File: src/design/pbh_pkg.sv
package pbh_pkg;

    // 64-bit FNV prime: 2^40 + 0x1b3.
    localparam logic [63:0] FNV_PRIME  = 64'h0000_0100_0000_01b3;
    localparam logic [7:0]  SLASH_BYTE = 8'h2F;
    localparam logic [7:0]  DOT_BYTE   = 8'h2E;

    // Value reported when a slash was seen but the name part is empty.
    localparam logic [63:0] INVALID_HASH = 64'd1;

    typedef struct packed {
        logic [7:0] path_byte;
        logic       end_of_path;
    } t_in_word;

    typedef struct packed {
        logic [63:0] name_hash;
        logic        name_invalid;
    } t_out_word;

endpackage

File: src/design/pbh_fnv_mul.sv
module pbh_fnv_mul
    import pbh_pkg::*;
(
    input  logic [63:0] i_hash,
    input  logic [7:0]  i_byte,
    output logic [63:0] o_hash
);

    // The prime is 2^40 + 2^8 + 2^7 + 2^5 + 2^4 + 2^1 + 2^0, so the product
    // modulo 2^64 is a sum of seven shifted copies of the hash.
    logic [63:0] w_prod;

    assign w_prod = (i_hash << 40) + (i_hash << 8) + (i_hash << 7) + (i_hash << 5)
                  + (i_hash << 4)  + (i_hash << 1) + i_hash;

    assign o_hash = w_prod ^ {56'd0, i_byte};

endmodule

File: src/design/pbh_name_track.sv
module pbh_name_track
    import pbh_pkg::*;
(
    input  logic      i_clk,
    input  logic      i_rst_n,
    input  logic      i_step,
    input  t_in_word  i_word,
    output t_out_word o_result
);

    logic [63:0] r_running_hash, n_running_hash;
    logic [63:0] r_hash_at_dot, n_hash_at_dot;
    logic        r_slash_seen, n_slash_seen;
    logic        r_dot_seen, n_dot_seen;
    logic        r_segment_nonempty, n_segment_nonempty;
    logic        r_prefix_nonempty, n_prefix_nonempty;

    logic [63:0] w_next_hash;
    logic [63:0] w_name_hash;
    logic        w_name_empty;

    pbh_fnv_mul u_mul (
        .i_hash (r_running_hash),
        .i_byte (i_word.path_byte),
        .o_hash (w_next_hash)
    );

    // The result always reflects the state before the closing word.
    always_comb begin
        w_name_hash  = r_dot_seen ? r_hash_at_dot : r_running_hash;
        w_name_empty = r_dot_seen ? !r_prefix_nonempty : !r_segment_nonempty;
        if (r_slash_seen && w_name_empty) begin
            o_result.name_hash    = INVALID_HASH;
            o_result.name_invalid = 1'b1;
        end else begin
            o_result.name_hash    = w_name_hash;
            o_result.name_invalid = 1'b0;
        end
    end

    always_comb begin
        n_running_hash     = r_running_hash;
        n_hash_at_dot      = r_hash_at_dot;
        n_slash_seen       = r_slash_seen;
        n_dot_seen         = r_dot_seen;
        n_segment_nonempty = r_segment_nonempty;
        n_prefix_nonempty  = r_prefix_nonempty;
        if (i_step) begin
            if (i_word.end_of_path) begin
                n_running_hash     = '0;
                n_hash_at_dot      = '0;
                n_slash_seen       = 1'b0;
                n_dot_seen         = 1'b0;
                n_segment_nonempty = 1'b0;
                n_prefix_nonempty  = 1'b0;
            end else if (i_word.path_byte == SLASH_BYTE) begin
                n_running_hash     = '0;
                n_slash_seen       = 1'b1;
                n_dot_seen         = 1'b0;
                n_segment_nonempty = 1'b0;
            end else begin
                if (i_word.path_byte == DOT_BYTE) begin
                    // Snapshot before the dot itself enters the hash.
                    n_hash_at_dot     = r_running_hash;
                    n_prefix_nonempty = r_segment_nonempty;
                    n_dot_seen        = 1'b1;
                end
                n_running_hash     = w_next_hash;
                n_segment_nonempty = 1'b1;
            end
        end
    end

    always_ff @(posedge i_clk) begin
        if (!i_rst_n) begin
            r_running_hash     <= '0;
            r_hash_at_dot      <= '0;
            r_slash_seen       <= 1'b0;
            r_dot_seen         <= 1'b0;
            r_segment_nonempty <= 1'b0;
            r_prefix_nonempty  <= 1'b0;
        end else begin
            r_running_hash     <= n_running_hash;
            r_hash_at_dot      <= n_hash_at_dot;
            r_slash_seen       <= n_slash_seen;
            r_dot_seen         <= n_dot_seen;
            r_segment_nonempty <= n_segment_nonempty;
            r_prefix_nonempty  <= n_prefix_nonempty;
        end
    end

endmodule

File: src/design/path_basename_hash.sv
// Path: a closing word passes through the input register, then its result word is held in
// the output register until taken; a closing word waits while a stalled result is there.
// Throughput: one word per cycle unless a closing word waits; the hash step (a seven-term
// shift-add for the FNV prime plus an XOR) closes the loop on the running hash.
// Reset: i_rst_n is synchronous and active low; it clears all path state and both valids.
module path_basename_hash
    import pbh_pkg::*;
(
    input  logic      i_clk,
    input  logic      i_rst_n,
    input  logic      i_in_valid,
    output logic      o_in_stall,
    input  t_in_word  i_in_word,
    output logic      o_out_valid,
    input  logic      i_out_stall,
    output t_out_word o_out_word
);

    // Input register: every accepted word lands here first. Path bytes only
    // update the tracker state, so they can move on even while a finished
    // result is still waiting in the output register.
    logic     r_in_valid;
    t_in_word r_in_word;

    // Output register: holds one result word until the consumer takes it.
    logic      r_out_valid;
    t_out_word r_out_word;

    logic      w_out_blocked;
    logic      w_advance;
    logic      w_step;
    logic      w_in_accept;
    t_out_word w_result;

    // The output register cannot take a new result while it holds one that
    // the consumer is stalling.
    assign w_out_blocked = r_out_valid && i_out_stall;

    // A held word advances unless it is a closing word with nowhere to go.
    assign w_advance   = !(r_in_word.end_of_path && w_out_blocked);
    assign w_step      = r_in_valid && w_advance;
    assign o_in_stall  = r_in_valid && !w_advance;
    assign w_in_accept = i_in_valid && !o_in_stall;

    pbh_name_track u_track (
        .i_clk    (i_clk),
        .i_rst_n  (i_rst_n),
        .i_step   (w_step),
        .i_word   (r_in_word),
        .o_result (w_result)
    );

    always_ff @(posedge i_clk) begin
        if (!i_rst_n) begin
            r_in_valid <= 1'b0;
        end else if (w_in_accept) begin
            r_in_valid <= 1'b1;
        end else if (w_step) begin
            r_in_valid <= 1'b0;
        end
    end

    always_ff @(posedge i_clk) begin
        if (w_in_accept) begin
            r_in_word <= i_in_word;
        end
    end

    // A closing word that steps loads its result; otherwise the register
    // empties once the consumer has taken its word.
    always_ff @(posedge i_clk) begin
        if (!i_rst_n) begin
            r_out_valid <= 1'b0;
        end else if (w_step && r_in_word.end_of_path) begin
            r_out_valid <= 1'b1;
        end else if (!i_out_stall) begin
            r_out_valid <= 1'b0;
        end
    end

    always_ff @(posedge i_clk) begin
        if (w_step && r_in_word.end_of_path) begin
            r_out_word <= w_result;
        end
    end

    assign o_out_valid = r_out_valid;
    assign o_out_word  = r_out_word;

endmodule

File: config.mk
export PLATFORM = sky130hd
export DESIGN_NAME = path_basename_hash
export DESIGN_NICKNAME = d
export VERILOG_FILES = /design/src/design/pbh_pkg.sv /design/src/design/pbh_fnv_mul.sv /design/src/design/pbh_name_track.sv /design/src/design/path_basename_hash.sv
export SDC_FILE = /design/constraint.sdc
export NUM_CORES = 1
export LEC_CHECK = 0
export BUFFER_PORTS_ARGS = -buffer_cell sky130_fd_sc_hd__buf_2
export CAP_MARGIN = 0
export CORE_MARGIN = 2
export CORE_UTILIZATION = 50
export CTS_BUF_LIST = sky130_fd_sc_hd__clkbuf_16
export CTS_CLUSTER_DIAMETER = 40
export CTS_CLUSTER_SIZE = 8
export DETAILED_ROUTE_END_ITERATION = 12
export PLACE_DENSITY = 0.78
export SLEW_MARGIN = 20
export SYNTH_ARGS = -nofsm -noshare
export SYNTH_HDL_FRONTEND = slang
export SYNTH_SLANG_ARGS = --single-unit
File: constraint.sdc
create_clock -name i_clk -period 7.1 [get_ports i_clk]
set_clock_uncertainty 0.05 [all_clocks]
set_input_delay 1.065 -clock i_clk [delete_from_list [all_inputs] [get_ports i_clk]]
set_output_delay 1.065 -clock i_clk [all_outputs]
set_load 0.02 [all_outputs]
==> results.md <==
- Status: finished clean
- Core area: 36,700 um^2
- First DRT Iteration DRCs: roughly 1,100
- Diodes inserted: 0
- Clock tree buffer depth: 3
- H-tree lvl count: 2
- Hold Buf Count CTS: 0
- Most common cell in the netlist: inv_1
- Clock latency on the worst-skew pair: between 500 and 600 ps
- Seq/Total Area, Yosys: 26.3%
- Post-synth top cells: inv_1 (446), fa_1 (251), dfxtp_1 (134), ha_1 (106), nor2b_1 (105)
- Yosys reg bits: around 210
- Fin. Hold Viols: 0
- Post-synthesis average cell area: 9.64 um^2
- Yosys warns: 0
- F_max: 160 MHz
- Max Cap Violations: 0
- CTS Sinks: 208
- Chip width: 197 um
- Finish-stage setup viols: 0
- Pre-antenna DRT Iters: 7
- Synth Net Count: 2,306
- Power Dens Cells: 171 nW/um^2
- Post-DRT Antenna Nets: 0
- Yosys cell types: 66
- Initial antenna violation count: 0
- Gp weighted congestion: 1.01
- CTS Buf Count: 39
- Die H: approximately 200 um
- Drt total wl: 48.4 mm
- Initial Utilization: 50.9%
- Path depth of the worst reg2reg path: 18
- Synth area leaders: fa_1 (27%), dfxtp_1 (14%), edfxtp_1 (12%)
- Post-synthesis cell count: slightly below 2,000
- Slew Limit Fails: 0
- Area delta synth->final: 10.9%
- Via count: ~14,000
- Setup TNS: 0 ps
- Cts repair resizes: 0
- # placed instances: 2,418
- Required @ worst endpoint: 7490 ps
- Cell taking the most area after synthesis: fa_1
- Hold path endpoint: o_out_valid$_SDFFE_PN0P_
- Clk slew on worst S/H paths: roughly 50 ps
- RSZ-0062 raised after global routing: no
- CTS root buffer: clkbuf_16
- Pin count of the biggest net entering global routing: 89
- Global-route wire length before repair: 78.8 mm
- Syn Std Cell Area: roughly 19,000 um^2
- Pleak: ~9.7 nW
- Min-delay src: o_out_valid$_SDFFE_PN0P_
- Critical Path End Type: flop
- Grt ovf: 0
- Hold WC Path Type: reg2reg
- Die area: 38,900 um^2
- Vias per cell: about 5.6
- Row count: 70
- Post-CTS repair timing setup buffer count: 0
- Nets: 2,361
- Type of the worst setup path: reg2reg
- Vias in the first global route: 14,500
- CTS tree: yes
- R2R Path Start: u_track.r_running_hash[16]$_SDFFE_PN0P_
- Worst Tran Pin Value: 959 ps
- Crit share post-route: 88.2%
- R2R setup slack: 840 ps
- WHS: 448 ps
- Post-synth EDFFs: 74
- Maximum fanout along the worst path: 7
- Ys async rst share: 0%
- Average wire per standard cell: 19.4 um
- Layout cells sized above 1: just under 8%
- Final min period: 6260 ps
- Main flop type after synthesis: dfxtp_1
- Final std cells w/o fill: around 2,500
- Post-synth top area share: between 20% and 30%
- Ports: 80
- Slew headroom: 36.1%
- Worst setup SP type: flop
- DPL Wire Length: 36.6 mm
- Hold path depth: 2
- DRC Markers: 0
- Worst r2r dst: u_track.r_running_hash[58]$_SDFFE_PN0P_
- Critical path data arrival time: 6650 ps
- Port bufs: 79
- Gr usage total: 26.0%
- Worst vdd ir: 133 uV
-- routing by layer --
layer	global-route usage (%)	wire (um)
met3	4.27	3500
met1	35.0	20300
met5	0	0
met2	42.1	22600
met4	10.4	1950
-- power breakdown --
group / total (W) / switching, W / internal, W
Clock: 0.00174 / 0.000628 / 0.00111
Sequential: 0.00128 / 0.0000202 / 0.00126
Combinational: 0.000514 / 0.000330 / 0.000184
Total: 0.00353 / 0.000978 / 0.00255
-- worst max-delay path by stage --
| stage | end | slack (ps) | startpoint |
|---|---|---|---|
| floorplan | u_track.r_running_hash[63]$_SDFFE_PN0P_ | 1980 | u_track.r_running_hash[43]$_SDFFE_PN0P_ |
| global placement | u_track.r_running_hash[58]$_SDFFE_PN0P_ | 1050 | u_track.r_running_hash[16]$_SDFFE_PN0P_ |
| detailed placement | u_track.r_running_hash[58]$_SDFFE_PN0P_ | 1010 | u_track.r_running_hash[13]$_SDFFE_PN0P_ |
| CTS | u_track.r_running_hash[58]$_SDFFE_PN0P_ | 990 | u_track.r_running_hash[13]$_SDFFE_PN0P_ |
| global route | u_track.r_running_hash[54]$_SDFFE_PN0P_ | 500 | u_track.r_running_hash[13]$_SDFFE_PN0P_ |
| finish | u_track.r_running_hash[58]$_SDFFE_PN0P_ | 840 | u_track.r_running_hash[16]$_SDFFE_PN0P_ |
-- state kept, by name, summed over array words and instances, names as in the netlist --
signal	count
o_out_valid	1
o_out_word	65
r_in_valid	1
r_in_word	9
u_track.r_dot_seen	1
u_track.r_hash_at_dot	64
u_track.r_prefix_nonempty	1
u_track.r_running_hash	64
u_track.r_segment_nonempty	1
u_track.r_slash_seen	1
-- cells in the final DEF, fill, tap and decap left out, types with 3 or more instances in the layout --
master and n:
a211oi_1 7, a21boi_0 4, a21o_1 38, a21oi_1 63, a221o_1 3, a22oi_1 99
a31oi_1 8, and2_1 11, and3_1 7, and4_1 6, buf_2 79, buf_4 10
clkbuf_16 41, clkinv_2 4, clkinvlp_4 4, dfxtp_1 133, edfxtp_1 74, fa_1 251
ha_1 106, inv_1 460, mux2i_1 65, nand2_1 79, nand2b_1 6, nand3_1 19
nand4_1 11, nor2_1 100, nor2b_1 105, nor3_1 9, nor4_1 4, o2111ai_1 4
o211ai_1 7, o21a_1 10, o21ai_0 43, o21ai_1 14, o21bai_1 10, o31ai_1 3
o41ai_1 3, or3_1 8, xnor2_1 39, xor2_1 29
-- through the flow --
stage          utilization (%)  cell area, um^2  power (W)  setup slack [ps]
3_5_place_dp              53.0            19500    0.00180              1010
5_1_grt                   56.4            20700    0.00367               502
6_report                  56.4            20700    0.00353               840
2_1_floorplan                -            18700    0.00167              1980
4_1_cts                   56.4            20700    0.00355               985
3_3_place_gp              53.0            19500    0.00179              1050
-- critical path: stages (launching register included) --
cell	delay, ps
dfxtp_1	390
inv_1	290
fa_1	620
inv_1	60
fa_1	540
inv_1	50
fa_1	470
inv_1	50
ha_1	270
ha_1	390
nand2_1	200
nor4_1	580
o2111ai_1	420
a31oi_1	480
o31ai_1	230
o31ai_1	600
o21ai_1	170
xor2_1	160
o21ai_0	150
-- cells by family after synthesis --
kind of cell,Yosys count,share of synthesized area [%]
AND/OR/NAND/NOR,374,10.1
AO/OA/AOI/OAI,342,12.4
buffers and inverters,522,10.5
adder cells (fa/ha/maj),357,34.0
flip-flops,208,26.3
multiplexers,65,3.48
XOR/XNOR,68,3.19
-- final cells by class --
type,count,area [um^2]
Clock buffer,41,1030
Tap cell,468,586
Fill cell,3071,16000
Timing Repair Buffer,89,470
Inverter,447,1680
Multi-Input combinational cell,1206,11800
Clock inverter,31,216
Sequential cell,208,4910
No activity file was read; power rests on OpenSTA's default activity.
